==> src/hdl/deq_pkg.sv <==
// deq_pkg: shared constants, codes and ring index helper for the deque block
// used by deq_if.sv and double_ended_queue_top.sv; depends on nothing

package deq_pkg;

  localparam int unsigned DEPTH  = 32;
  localparam int unsigned AW     = $clog2(DEPTH);
  localparam int unsigned CW     = $clog2(DEPTH + 1);
  localparam int unsigned CMD_W  = 3;
  localparam int unsigned DATA_W = 32;
  localparam int unsigned ST_W   = 2;

  typedef enum logic [CMD_W-1:0] {
    CMD_PUSH_FRONT = 3'd0,
    CMD_PUSH_REAR  = 3'd1,
    CMD_POP_FRONT  = 3'd2,
    CMD_POP_REAR   = 3'd3,
    CMD_QUERY      = 3'd4,
    CMD_DUMP       = 3'd5
  } cmd_t;

  typedef enum logic [ST_W-1:0] {
    ST_OK    = 2'd0,
    ST_UNDER = 2'd1,
    ST_OVER  = 2'd2
  } status_t;

  // position base + off in the ring, off never exceeds DEPTH
  function automatic logic [AW-1:0] ring_pos(input logic [AW-1:0] base,
                                             input logic [CW-1:0] off);
    logic [CW:0] sum;
    sum = (CW+1)'(base) + (CW+1)'(off);
    if (sum >= (CW+1)'(DEPTH)) begin
      sum = sum - (CW+1)'(DEPTH);
    end
    return sum[AW-1:0];
  endfunction

endpackage

==> src/hdl/deq_if.sv <==
// deq_in_if / deq_out_if: valid-ready channels for commands and results
// depends on deq_pkg for field widths

interface deq_in_if;
  logic                                valid;
  logic                                ready;
  logic [deq_pkg::CMD_W-1:0]           command;
  logic signed [deq_pkg::DATA_W-1:0]   value;

  modport source (output valid, command, value, input ready);
  modport sink   (input valid, command, value, output ready);
endinterface

interface deq_out_if;
  logic                                valid;
  logic                                ready;
  logic signed [deq_pkg::DATA_W-1:0]   data;
  logic [deq_pkg::ST_W-1:0]            status;
  logic                                empty_res;
  logic                                last;

  modport source (output valid, data, status, empty_res, last, input ready);
  modport sink   (input valid, data, status, empty_res, last, output ready);
endinterface

==> src/hdl/deq_ram.sv <==
// deq_ram: generic single write port, single read port ram with registered read
// no dependencies

module deq_ram #(
  parameter int unsigned WIDTH = 32,
  parameter int unsigned DEPTH = 32
) (
  input  logic                     clk,
  input  logic                     we,
  input  logic [$clog2(DEPTH)-1:0] waddr,
  input  logic [WIDTH-1:0]         wdata,
  input  logic                     re,
  input  logic [$clog2(DEPTH)-1:0] raddr,
  output logic [WIDTH-1:0]         rdata
);

  logic [WIDTH-1:0] mem [DEPTH];

  always_ff @(posedge clk) begin
    if (we) begin
      mem[waddr] <= wdata;
    end
    if (re) begin
      rdata <= mem[raddr];
    end
  end

endmodule

==> src/hdl/double_ended_queue_top.sv <==
// double_ended_queue_top: bounded deque of signed words held in a ring ram (deq_ram)
// depends on deq_pkg and the channels in deq_if.sv
// pushes, queries, failed pops, empty dumps and unknown codes answer the cycle after acceptance;
//   pops with data and dumps read through the ram register, then the output register, and block input;
// throughput: 1 item/cycle otherwise, one dump result a cycle, both while out_if.ready is high
// reset: head index and element count clear; the ram keeps its contents, no clear pass

module double_ended_queue_top (
  input  logic       clk,
  input  logic       rst_n,
  deq_in_if.sink     in_if,
  deq_out_if.source  out_if
);

  typedef enum logic [1:0] {
    S_IDLE,
    S_POP,
    S_DUMP
  } state_t;

  state_t                          state_r,      state_nxt;
  logic [deq_pkg::AW-1:0]          head_r,       head_nxt;
  logic [deq_pkg::CW-1:0]          count_r,      count_nxt;
  logic [deq_pkg::CW-1:0]          idx_r,        idx_nxt;
  logic                            out_valid_r,  out_valid_nxt;
  logic [deq_pkg::DATA_W-1:0]      out_data_r,   out_data_nxt;
  deq_pkg::status_t                out_status_r, out_status_nxt;
  logic                            out_empty_r,  out_empty_nxt;
  logic                            out_last_r,   out_last_nxt;

  logic                            we;
  logic                            re;
  logic [deq_pkg::AW-1:0]          waddr;
  logic [deq_pkg::AW-1:0]          raddr;
  logic [deq_pkg::DATA_W-1:0]      rdata;
  logic                            out_free;
  logic                            in_ready;
  logic                            full;
  logic                            empty;
  logic                            dump_last;
  logic [deq_pkg::AW-1:0]          head_dec;
  logic [deq_pkg::CW-1:0]          idx_inc;

  deq_ram #(
    .WIDTH (deq_pkg::DATA_W),
    .DEPTH (deq_pkg::DEPTH)
  ) u_ram (
    .clk   (clk),
    .we    (we),
    .waddr (waddr),
    .wdata (in_if.value),
    .re    (re),
    .raddr (raddr),
    .rdata (rdata)
  );

  assign out_free  = !out_valid_r || out_if.ready;
  assign in_ready  = (state_r == S_IDLE) && out_free;
  assign full      = (count_r == deq_pkg::CW'(deq_pkg::DEPTH));
  assign empty     = (count_r == '0);
  assign head_dec  = (head_r == '0) ? deq_pkg::AW'(deq_pkg::DEPTH - 1) : head_r - 1'b1;
  assign idx_inc   = idx_r + 1'b1;
  assign dump_last = (idx_inc == count_r);

  assign in_if.ready      = in_ready;
  assign out_if.valid     = out_valid_r;
  assign out_if.data      = out_data_r;
  assign out_if.status    = out_status_r;
  assign out_if.empty_res = out_empty_r;
  assign out_if.last      = out_last_r;

  always_comb begin
    state_nxt      = state_r;
    head_nxt       = head_r;
    count_nxt      = count_r;
    idx_nxt        = idx_r;
    out_valid_nxt  = out_valid_r;
    out_data_nxt   = out_data_r;
    out_status_nxt = out_status_r;
    out_empty_nxt  = out_empty_r;
    out_last_nxt   = out_last_r;
    we             = 1'b0;
    re             = 1'b0;
    waddr          = head_r;
    raddr          = head_r;

    if (out_valid_r && out_if.ready) begin
      out_valid_nxt = 1'b0;
    end

    unique case (state_r)
      S_IDLE: begin
        if (in_if.valid && in_ready) begin
          out_valid_nxt  = 1'b1;
          out_data_nxt   = '0;
          out_status_nxt = deq_pkg::ST_OK;
          out_empty_nxt  = empty;
          out_last_nxt   = 1'b1;
          case (deq_pkg::cmd_t'(in_if.command)) inside
            deq_pkg::CMD_PUSH_FRONT: begin
              if (full) begin
                out_status_nxt = deq_pkg::ST_OVER;
              end else begin
                we            = 1'b1;
                waddr         = head_dec;
                head_nxt      = head_dec;
                count_nxt     = count_r + 1'b1;
                out_empty_nxt = 1'b0;
              end
            end
            deq_pkg::CMD_PUSH_REAR: begin
              if (full) begin
                out_status_nxt = deq_pkg::ST_OVER;
              end else begin
                we            = 1'b1;
                waddr         = deq_pkg::ring_pos(head_r, count_r);
                count_nxt     = count_r + 1'b1;
                out_empty_nxt = 1'b0;
              end
            end
            deq_pkg::CMD_POP_FRONT, deq_pkg::CMD_POP_REAR: begin
              if (empty) begin
                out_status_nxt = deq_pkg::ST_UNDER;
              end else begin
                re            = 1'b1;
                count_nxt     = count_r - 1'b1;
                out_valid_nxt = 1'b0;
                state_nxt     = S_POP;
                if (deq_pkg::cmd_t'(in_if.command) == deq_pkg::CMD_POP_FRONT) begin
                  raddr    = head_r;
                  head_nxt = deq_pkg::ring_pos(head_r, deq_pkg::CW'(1));
                end else begin
                  raddr = deq_pkg::ring_pos(head_r, count_r - 1'b1);
                end
              end
            end
            deq_pkg::CMD_DUMP: begin
              if (!empty) begin
                re            = 1'b1;
                raddr         = head_r;
                idx_nxt       = '0;
                out_valid_nxt = 1'b0;
                state_nxt     = S_DUMP;
              end
            end
            default: begin
            end
          endcase
        end
      end
      S_POP: begin
        if (out_free) begin
          out_valid_nxt  = 1'b1;
          out_data_nxt   = rdata;
          out_status_nxt = deq_pkg::ST_OK;
          out_empty_nxt  = empty;
          out_last_nxt   = 1'b1;
          state_nxt      = S_IDLE;
        end
      end
      S_DUMP: begin
        if (out_free) begin
          out_valid_nxt  = 1'b1;
          out_data_nxt   = rdata;
          out_status_nxt = deq_pkg::ST_OK;
          out_empty_nxt  = 1'b0;
          out_last_nxt   = dump_last;
          if (dump_last) begin
            state_nxt = S_IDLE;
          end else begin
            idx_nxt = idx_inc;
            re      = 1'b1;
            raddr   = deq_pkg::ring_pos(head_r, idx_inc);
          end
        end
      end
      default: begin
        state_nxt = S_IDLE;
      end
    endcase
  end

  always_ff @(posedge clk) begin
    if (!rst_n) begin
      state_r     <= S_IDLE;
      head_r      <= '0;
      count_r     <= '0;
      idx_r       <= '0;
      out_valid_r <= 1'b0;
    end else begin
      state_r     <= state_nxt;
      head_r      <= head_nxt;
      count_r     <= count_nxt;
      idx_r       <= idx_nxt;
      out_valid_r <= out_valid_nxt;
    end
    out_data_r   <= out_data_nxt;
    out_status_r <= out_status_nxt;
    out_empty_r  <= out_empty_nxt;
    out_last_r   <= out_last_nxt;
  end

endmodule

==> src/flat_wrapper.sv <==
// flat-port wrapper written by rule: the top's interface ports become plain ports
module double_ended_queue_top_flat 
  (clk, rst_n, in_if_valid, in_if_command, in_if_value, in_if_ready, out_if_valid, out_if_data, out_if_status, out_if_empty_res, out_if_last, out_if_ready);
  deq_in_if in_if_i ();
  deq_out_if out_if_i ();
  input  logic clk;
  input  logic rst_n;
  input wire logic [$bits(in_if_i.valid)-1:0] in_if_valid;
  input wire logic [$bits(in_if_i.command)-1:0] in_if_command;
  input wire logic [$bits(in_if_i.value)-1:0] in_if_value;
  output wire logic [$bits(in_if_i.ready)-1:0] in_if_ready;
  output wire logic [$bits(out_if_i.valid)-1:0] out_if_valid;
  output wire logic [$bits(out_if_i.data)-1:0] out_if_data;
  output wire logic [$bits(out_if_i.status)-1:0] out_if_status;
  output wire logic [$bits(out_if_i.empty_res)-1:0] out_if_empty_res;
  output wire logic [$bits(out_if_i.last)-1:0] out_if_last;
  input wire logic [$bits(out_if_i.ready)-1:0] out_if_ready;
  assign in_if_i.valid = in_if_valid;
  assign in_if_i.command = in_if_command;
  assign in_if_i.value = in_if_value;
  assign in_if_ready = in_if_i.ready;
  assign out_if_valid = out_if_i.valid;
  assign out_if_data = out_if_i.data;
  assign out_if_status = out_if_i.status;
  assign out_if_empty_res = out_if_i.empty_res;
  assign out_if_last = out_if_i.last;
  assign out_if_i.ready = out_if_ready;
  double_ended_queue_top u_core (.clk(clk), .rst_n(rst_n), .in_if(in_if_i), .out_if(out_if_i));
endmodule
==> config.mk <==
export PLATFORM = sky130hd
export DESIGN_NAME = double_ended_queue_top_flat
export DESIGN_NICKNAME = d
export VERILOG_FILES = /design/src/hdl/deq_pkg.sv /design/src/hdl/deq_if.sv /design/src/hdl/deq_ram.sv /design/src/hdl/double_ended_queue_top.sv /design/src/flat_wrapper.sv
export SDC_FILE = /design/constraint.sdc
export NUM_CORES = 1
export LEC_CHECK = 0
export BUFFER_PORTS_ARGS = -buffer_cell sky130_fd_sc_hd__buf_2
export CAP_MARGIN = 20
export CORE_MARGIN = 2
export CORE_UTILIZATION = 45
export CTS_CLUSTER_SIZE = 20
export DETAILED_ROUTE_END_ITERATION = 10
export HOLD_SLACK_MARGIN = 0.05
export PLACE_DENSITY = 0.56
export SYNTH_ARGS = -nofsm -noshare
export SYNTH_HDL_FRONTEND = slang
export SYNTH_SLANG_ARGS = --single-unit
export TNS_END_PERCENT = 30
==> constraint.sdc <==
create_clock -name clk -period 11.58 [get_ports clk]
set_input_delay 0.579 -clock clk [delete_from_list [all_inputs] [get_ports clk]]
set_output_delay 0.579 -clock clk [all_outputs]
set_load 0.005 [all_outputs]
After elaboration in Yosys (flattened, before gate mapping). Memory sizes are Yosys's and may differ from the RTL's. A register that Yosys moved wholly into a read port is not among the register bits. Cells that the tools add are included.

Output and inout port bits: 38. Memory bits (writable): 1024. Word-level logic and storage cells: 168. Bits of input ports: 39. Register bits after elaboration: 56. Memories kept: 1.

Muxes and demuxes: 96. Order comparisons: 4. Equal/unequal tests: 23. Reductions and logical operators: 23. Add/subtract/negate cells: 12.

Memory list: u_core.u_ram.mem (words 32, bits a word 32, rd ports 1, clocked after memory_dff 1, wr ports 1, RTL line deq_ram.sv:17) `logic [WIDTH-1:0] mem [DEPTH];`.

Operators with widths (count): $mux W5 (24); $mux W6 (13); $mux W32 (2); $pmux W32 S2 (1); $mux W1 (33); $mux W2 (15); $sub A5 B1 Y5 const B (5); $add A5 B6 Y7 (3); $ge A7 B6 Y1 const B (3); $ne A2 B2 Y1 const B (8); $add A6 B1 Y6 const B (2); $pmux W6 S2 (1); $ne A2 B1 Y1 const B (5); $pmux W5 S2 (1); $reduce_and A9 Y1 (1); $reduce_and A4 Y1 (2); $reduce_and A8 Y1 (1); $reduce_bool A2 Y1 (4); $add A5 B1 Y6 const B (1); $eq A3 B2 Y1 const B (2); $eq A6 B6 Y1 (1); $eq A6 B6 Y1 const B (1); $ge A6 B6 Y1 const B (1); $logic_not A6 Y1 (1); 20 further kinds (27).

Logic depth before layout (Yosys ltp). Gate-level depths: netlist of the first run.

Depth in word-level cells: 11. Mapped depth: 17. Gate-level depth less buffers: 14.

Modules after synthesis. From an unflattened synthesis of the first run, not the netlist that was laid out.

Cells, all modules: 2670. Area, all modules: 44560.2 µm².

Modules (own cells, without submodules): deq_ram (area an instance 40812.9 µm², instances 1, cells an instance 2260, sequential area each 31710.4 µm²); double_ended_queue_top (area an instance 3747.3 µm², instances 1, cells an instance 410, sequential area each 1481.4 µm²).

Least setup slack after synthesis of the first run. Ideal clock, no wire load.

Path type: input-to-reg. Start point: input out_if_ready. End point: memory u_core.u_ram.mem[17][0] (enable). Stages on the path: 11. Arrival: 3595 ps. Path slack: 7564 ps. Data required time: 11159 ps. Path buffers: 1. Library setup time: 421 ps. Cell sequence: nand2b_1 -> clkbuf_1 -> and2_1 -> nand2_1 -> nor2_1 -> nand2_1 -> nor2_1 -> xnor2_1 -> and2_1 -> nand2_1 -> nor2_1.

Cells in the longest elaborated chain, start to end: 7. Elaborated cells between the ends (all ways): 9. Classes of those cells: mux: 6; reduce/logical: 3.

RTL lines: from (decl) (RTL line flat_wrapper.sv:17) `input wire logic [$bits(out_if_i.ready)-1:0] out_if_ready;`; $logic_or A1 B1 Y1 (*) (RTL line double_ended_queue_top.sv:57) `assign out_free = !out_valid_r || out_if.ready;`; $logic_and A1 B1 Y1 (*) (RTL line double_ended_queue_top.sv:58) `assign in_ready = (state_r == S_IDLE) && out_free;`; net in_if_ready (RTL line flat_wrapper.sv:11) `output wire logic [$bits(in_if_i.ready)-1:0] in_if_ready;`; $logic_and A1 B1 Y1 (*) (RTL line double_ended_queue_top.sv:93) `if (in_if.valid && in_ready) begin`; $mux W1 (RTL line double_ended_queue_top.sv:93); $mux W1 (RTL line double_ended_queue_top.sv:91) `unique case (state_r)`; $mux W1 (RTL line deq_ram.sv:20) `if (we) begin`; $mux W1 (implied by the code) (RTL line deq_ram.sv:21) `mem[waddr] <= wdata;`; to (decl) (RTL line deq_ram.sv:17).

Mark *: on every way through the listed nets, which the timed path passes. The rest lies on a longest branch.

Final worst setup path of the first run.
Start point: register u_core.head_r[0] in the netlist's numbering. End point: register u_core.u_ram.rdata[5], read port of u_core.u_ram.mem (data pin).

Cells in the longest elaborated chain, start to end: 10. Elaborated cells between the ends (all ways): 17. Classes of those cells: add/sub: 4; order compare: 2; mux: 11.

RTL lines: from (decl) (RTL line double_ended_queue_top.sv:22) `logic [deq_pkg::AW-1:0] head_r, head_nxt;`; from (signal assigned) (RTL line double_ended_queue_top.sv:192) `head_r <= head_nxt;`; $add A5 B6 Y7 (RTL line deq_pkg.sv:32) `sum = (CW+1)'(base) + (CW+1)'(off);`; $ge A7 B6 Y1 / $sub A5 B1 Y5 (equally long branches) (RTL line deq_pkg.sv:33, deq_pkg.sv:34); $mux W5 (RTL line deq_pkg.sv:33) `if (sum >= (CW+1)'(DEPTH)) begin`; $mux W5 (RTL line double_ended_queue_top.sv:129) `if (deq_pkg::cmd_t'(in_if.command) == deq_pkg::CMD_POP_FRONT) begin`; $mux W5 (RTL line double_ended_queue_top.sv:122) `if (empty) begin`; $mux W5 (3 in series) (RTL line double_ended_queue_top.sv:99) `case (deq_pkg::cmd_t'(in_if.command)) inside`; $mux W5 (RTL line double_ended_queue_top.sv:93); $pmux W5 S2 (*) (RTL line double_ended_queue_top.sv:91); to (decl) (RTL line deq_ram.sv:14) `output logic [WIDTH-1:0] rdata`.

Every way passes the cells marked *; elsewhere a longest branch is shown, timed or not. A chain may end at the register's enable or synchronous reset.

==> metrics.md, run 1 <==
| Metric | Value |
|---|---|
| HP Class | `in -> reg` |
| Number of port buffers | `76` |
| Setup Skew | `27.5 ps` |
| RSZ-0062 raised after global routing | `no` |
| Worst setup EP type | `register` |
| Commonest cells in the netlist | `edfxtp_1 (1092), nand2_1 (931), nand3_1 (363)` |
| Hold Startpoint | `rst_n` |
| Worst-Skew Late Latency | `700 ps` |
| Worst relative slew slack | `0.214` |
| CTS resizes | `0` |
| Dominant synthesized flop cell | `edfxtp_1` |
| Largest net degree at the start of global routing | `194` |
| Hold Violations, Final | `0` |
| Most common cell in the netlist | `edfxtp_1` |
| Synth warn | `0` |
| Synthesized area per cell | `12.7 um2` |
| Post-synth EDFFs | `1092` |
| GRT Util Overall | `0.255` |
| Fin util | `0.511` |
| Area leader, netlist | `edfxtp_1` |
| Effective utilization at floorplan | `0.455` |
| # IOs | `77` |
| Crit Path Class | `reg -> reg` |
| CTS buffer count | `113` |
| Mapped Cells | `3518` |
| P&R area growth vs syn | `12.2%` |
| CORE AREA | `98600 um2` |
| FP Rows | `115` |
| Peak supply drop | `106 uV` |
| Synth area leaders | `edfxtp_1 (73%), nand2_1 (7.8%), nand3_1 (4.1%)` |
| Hold_buf cts | `0` |
| TritonCTS clock tree | `built` |
| Mapped Nets | `3582` |
| Starting DRC count in detailed routing | `3548` |
| Die Span X | `320 um` |
| Worst EP required | `12150 ps` |
| Worst R2R End | `u_core.u_ram.rdata[5]` |
| Final Wtd Congestion | `0.850` |
| Slew @ Worst Pin | `1180 ps` |
| Period utilization | `0.484` |
| Fin nets | `3623` |
| Root Driver | `clkbuf_16` |
| Pins Over Slew Limit | `0` |
| Status | `complete, no violations` |
| Max clock buf depth | `3` |
| Clk slew on worst S/H paths | `60 ps` |
| Final setup fails | `0` |
| Synth cell types | `62` |
| Total negative setup slack | `0 ps` |
| Drt wl/cell | `26.6 um` |
| Via density | `5.88` |
| DRC Markers | `0` |
| Via count | `29000` |
| Sequential fraction of the synthesis area | `0.740` |
| Detailed Routing Iterations Pass 1 | `6` |
| Congestion Overflow GR | `0` |
| DP HPWL | `67200 um` |
| Worst path arrival time | `6180 ps` |
| Hold Path End | `u_core.idx_r[1]` |
| Routed WL | `131000 um` |
| #FFs+latches synth | `1112` |
| Crit start category | `register` |
| Post-synth ARST share | `0` |
| Ratio of cells with drive above 1 in the final layout | `0.104` |
| Initial antenna violation count | `9` |
| Global-route wire length before repair | `191000 um` |
| Clock sinks | `1112` |
| H-tree Lvls | `3` |
| Number of global-route vias before repair | `27700` |
| R2R depth | `14` |
| Lkg Pwr | `0.0168 uW` |
| Chip height | `320 um` |
| RR Startpoint | `u_core.head_r[0]` |
| F_max | `178 MHz` |
| Crit Path Max Fanout | `169` |
| Synth Cell Area | `44900 um2` |
| Max cap viols | `0` |
| Antenna viol nets, final | `0` |
| Fin crit period | `5610 ps` |
| Postcts setup bufs | `0` |
| R2R Setup Slk | `5970 ps` |
| Hold path depth | `2` |
| Cell Pwr Density | `179 nW/um2` |
| Share of the synthesized area in the top cell type | `0.731` |
| Die area | `102000 um2` |
## metal layers
layer | track usage | wire [um] | part of all wire | up-vias
li1 | - | - | - | 12900
met1 | 0.354 | 53600 | 0.41 | 14500
met2 | 0.417 | 62500 | 0.48 | 1381
met3 | 0.0376 | 11600 | 0.088 | 227
met4 | 0.0786 | 3530 | 0.027 | 4
met5 | 0 | 26 | 0.00020 | -
## through the flow
step	power (uW)	instance area, um2	hold WS (ps)	instances	setup WS (ps)
6_report	9000	50300	149	4941	5970
3_3_place_gp	5590	46800	520	4729	6100
3_5_place_dp	5610	46800	514	4730	6000
2_1_floorplan	5200	44900	500	3518	7560
4_1_cts	9060	50300	108	4938	5910
5_1_grt	9300	50300	156	4939	5590
## critical path, cell delays in order (launching register included)
cell     delay [ps]
dfxtp_1         680
ha_1            270
inv_1            60
fa_1            400
nor2b_1         140
nor4_1          150
o21ai_0         230
nand3_4         710
buf_4           700
buf_12          650
nand2_1         130
nand3_1         120
a21oi_1          80
nor4_1          670
and3_1          260
## cell type report
| type | count | area (um2) |
|---|---|---|
| repair buffers | 143 | 961 |
| clock inverters | 67 | 489 |
| multi-input cells | 2172 | 11000 |
| fillers | 8302 | 48200 |
| clock buffers | 141 | 3000 |
| well taps | 1287 | 1610 |
| inverters | 17 | 63.8 |
| diodes | 2 | 5.00 |
| flip-flops and latches | 1112 | 33200 |
## how the worst max path moves through the flow
stage                            startpoint                 endpoint
after floorplan                out_if_ready  u_core.u_ram.mem[17][0]
after global placement     u_core.head_r[0]   u_core.u_ram.rdata[16]
after detailed placement   u_core.head_r[0]   u_core.u_ram.rdata[16]
after CTS                  u_core.head_r[0]   u_core.u_ram.rdata[16]
after global routing      u_core.state_r[0]   u_core.u_ram.rdata[16]
final                      u_core.head_r[0]    u_core.u_ram.rdata[5]
## where the power goes
group | switching (uW) | internal, uW
Combinational | 727 | 283
Sequential | 32.7 | 4490
Clock | 1500 | 1970
Total | 2260 | 6750
## registers in the layout (all words and copies together) (netlist names)
register and flops:
u_core.u_ram.rdata 32, u_core.out_if.data 32, u_core.out_if.empty_res 1, u_core.out_if.status 2, u_core.head_r 5, u_core.out_if.valid 1
u_core.u_ram.mem 1024, u_core.out_if.last 1, u_core.state_r 2, u_core.idx_r 6, u_core.count_r 6
## kinds of logic (layout without fill, tap and decap cells)
logic type	count (synthesis)	after routing	share of synthesized area
flip-flops	1112	1112	0.740
buffers and inverters	234	368	0.0229
adder cells (fa/ha/maj)	25	25	0.00748
other	0	2	0
AND/OR/NAND/NOR	1600	1600	0.155
AO/OA/AOI/OAI	507	507	0.0666
XOR/XNOR	28	28	0.00547
multiplexers	12	12	0.00271
## cell usage in the layout (no fill, tap or decap), drive strengths merged, types with 13 or more instances in the layout
| master | count |
|---|---|
| nand2 | 932 |
| edfxtp | 1092 |
| ha | 22 |
| and3 | 36 |
| buf | 143 |
| inv | 18 |
| nor2 | 110 |
| and2 | 41 |
| a211oi | 35 |
| nand2b | 13 |
| xnor2 | 19 |
| a32oi | 34 |
| clkbuf | 141 |
| nor3 | 44 |
| nand3 | 363 |
| o21ai | 23 |
| dfxtp | 20 |
| nor4 | 36 |
| a21oi | 375 |
| clkinv | 58 |
Note: power is estimated with default switching activity, not from simulation.
==> run 2, diff against run 1 <==
Clock period 11.58 ns to 5.2 ns, I/O delays scaled along.
==> run 2 against run 1 <==
Against the previous run:
- first-iteration DRC count decreased by 2.5%
- largest power group unchanged
- highest routed layer is now met4
- hold slack lost 71 ps
- register-to-register slack worse by 5300 ps
- via count rose by 0.44%
- die area did not move
- setup slack worse by 5300 ps
- fmax grew 23%
==> metrics.md, run 2 (synthesized netlist as in run 1, its figures left out) <==
| Metric | Value |
|---|---|
| Crit path top cell by count | `inv_1` |
| Status | `complete, no violations` |
| Postcts setup bufs | `0` |
| Total negative setup slack | `0 ps` |
| Cell Pwr Density | `394 nW/um2` |
| Worst setup EP type | `register` |
| Root Driver | `clkbuf_16` |
| CTS buffer count | `114` |
| Hold Violations, Final | `0` |
| Congestion Overflow GR | `0` |
| GRT Util Overall | `0.256` |
| TritonCTS clock tree | `built` |
| Worst path arrival time | `5130 ps` |
| Final Wtd Congestion | `0.860` |
| Starting DRC count in detailed routing | `3459` |
| Die Span X | `320 um` |
| Worst EP required | `5770 ps` |
| Most common cell after layout, fill and taps aside | `edfxtp_1` |
| # fillers | `8323` |
| Pins Over Slew Limit | `0` |
| RSZ-0062 raised after global routing | `no` |
| FP Rows | `115` |
| # IOs | `77` |
| Ratio of cells with drive above 1 in the final layout | `0.117` |
| Detailed Routing Iterations Pass 1 | `5` |
| Peak supply drop | `247 uV` |
| HP Class | `in -> reg` |
| Hold_buf cts | `18` |
| Largest net degree at the start of global routing | `146` |
| Via count | `29200` |
| Hold Startpoint | `in_if_value[19]` |
| Max clock buf depth | `3` |
| Fin util | `0.518` |
| R2R depth | `13` |
| Crit Path Max Fanout | `34` |
| Slew @ Worst Pin | `1030 ps` |
| Fin crit period | `4550 ps` |
| Fin worst setup slack | `650 ps` |
| P&R area growth vs syn | `13.9%` |
| Period utilization | `0.875` |
| Drt wl/cell | `26.4 um` |
| Antenna viol nets, final | `0` |
| F_max | `220 MHz` |
| Hold path depth | `1` |
| Initial antenna violation count | `3` |
| Clock sinks | `1112` |
| Max reg flops | `1024` |
| Cell family with most CP delay | `simple AND/OR/NAND/NOR gates` |
| H-tree Lvls | `3` |
| Crit Path Class | `reg -> reg` |
| Worst R2R End | `u_core.u_ram.rdata[11]` |
| Lkg Pwr | `0.0172 uW` |
| Most flop-heavy register | `u_core.u_ram.mem` |
| Global-route wire length before repair | `191000 um` |
| DRC Markers | `0` |
| Max cap viols | `0` |
| CORE AREA | `98600 um2` |
| Routed WL | `132000 um` |
| Worst path slowest cell | `or2_4` |
| Die area | `102000 um2` |
| RR Startpoint | `u_core.count_r[0]` |
| Clk slew on worst S/H paths | `60 ps` |
| Most frequent cells in the layout | `edfxtp_1 (1092), nand2_1 (930), nand3_1 (360)` |
| Hold Path End | `u_core.u_ram.mem[20][19]` |
| Number of global-route vias before repair | `27600` |
| DP HPWL | `73900 um` |
| Crit start category | `register` |
| R2R Setup Slk | `650 ps` |
| Number of port buffers | `76` |
| Worst-Skew Late Latency | `710 ps` |
| Fin nets | `3686` |
| Worst relative slew slack | `0.311` |
| Effective utilization at floorplan | `0.455` |
| Final setup fails | `0` |
| Cell Chain, Critical Path | `inv_1 > ha_1 > inv_1 > fa_1 > nand3_1 > o21ai_1 > o31ai_1 > or2_4 > or3b_2 > buf_4 > a21oi_2 > nor4_1 > and3_1` |
| Post-Place Worst Slack | `702 ps` |
| Via density | `5.84` |
| Chip height | `320 um` |
| Buf/Inv on CP | `3` |
| Worst path max stage delay | `620 ps` |
| CTS resizes | `0` |
| Setup Skew | `27.6 ps` |
run 2: cell count changes in the layout (fill, tap and decap cells not counted), moves of 2 or more:
cell	change
inv_6	+2
buf_16	-2
clkbuf_8	+4
buf_4	+24
clkbuf_1	+2
buf_12	+22
dlygate4sd3_1	+18
clkinv_1	-17
run 2: metal layers:
metal | GRT usage | up-vias | routed length, um
met5 | 0 | - | 0
met4 | 0.0767 | 0 | 3490
met3 | 0.0337 | 194 | 11000
met2 | 0.411 | 1375 | 62100
met1 | 0.365 | 14600 | 55100
li1 | - | 13000 | -
run 2: report_power, final:
part / internal, uW / total (uW) / switching, uW
Clock: 4410 / 7780 / 3370
Sequential: 10000 / 10100 / 74.6
Combinational: 653 / 2290 / 1630
Total: 15100 / 20100 / 5080
run 2: worst max path at each step:
stage	from	depth (start not counted)	endpoint
floorplan	u_core.state_r[0]	13	u_core.u_ram.mem[17][0]
global placement	u_core.count_r[1]	13	u_core.u_ram.rdata[11]
detailed placement	u_core.count_r[0]	13	u_core.u_ram.rdata[11]
CTS	u_core.count_r[0]	13	u_core.u_ram.rdata[11]
global route	u_core.count_r[0]	13	u_core.u_ram.rdata[11]
finish	u_core.count_r[0]	13	u_core.u_ram.rdata[11]
run 2: area by class of cell:
cell class / instances / area, um2 / share of cell area
clock buffer: 147 / 3060 / 0.0599
timing repair buffer: 205 / 1710 / 0.0334
sequential: 1112 / 33200 / 0.650
clock inverter: 53 / 437 / 0.00855
tap: 1287 / 1610 / 0.0315
antenna: 2 / 5.00 / 0.0000980
inverter: 17 / 63.8 / 0.00125
multi-input combinational: 2172 / 11000 / 0.215
run 2: worst register-to-register path, cell delays in order, from the launching register on:
cell,delay (ps)
dfxtp_1,440
inv_1,160
ha_1,350
inv_1,90
fa_1,420
nand3_1,150
o21ai_1,100
o31ai_1,500
or2_4,620
or3b_2,290
buf_4,340
a21oi_2,90
nor4_1,610
and3_1,250
run 2: per-stage QoR:
stage	power, uW	instance area, um2	hold WS, ps	cells
6_report	20100	51100	78.1	4995
5_1_grt	20800	51100	95.2	4993
4_1_cts	20200	51100	61.4	4993
3_5_place_dp	12500	47400	544	4775
3_3_place_gp	12500	47400	530	4775
2_1_floorplan	11600	44900	359	3518
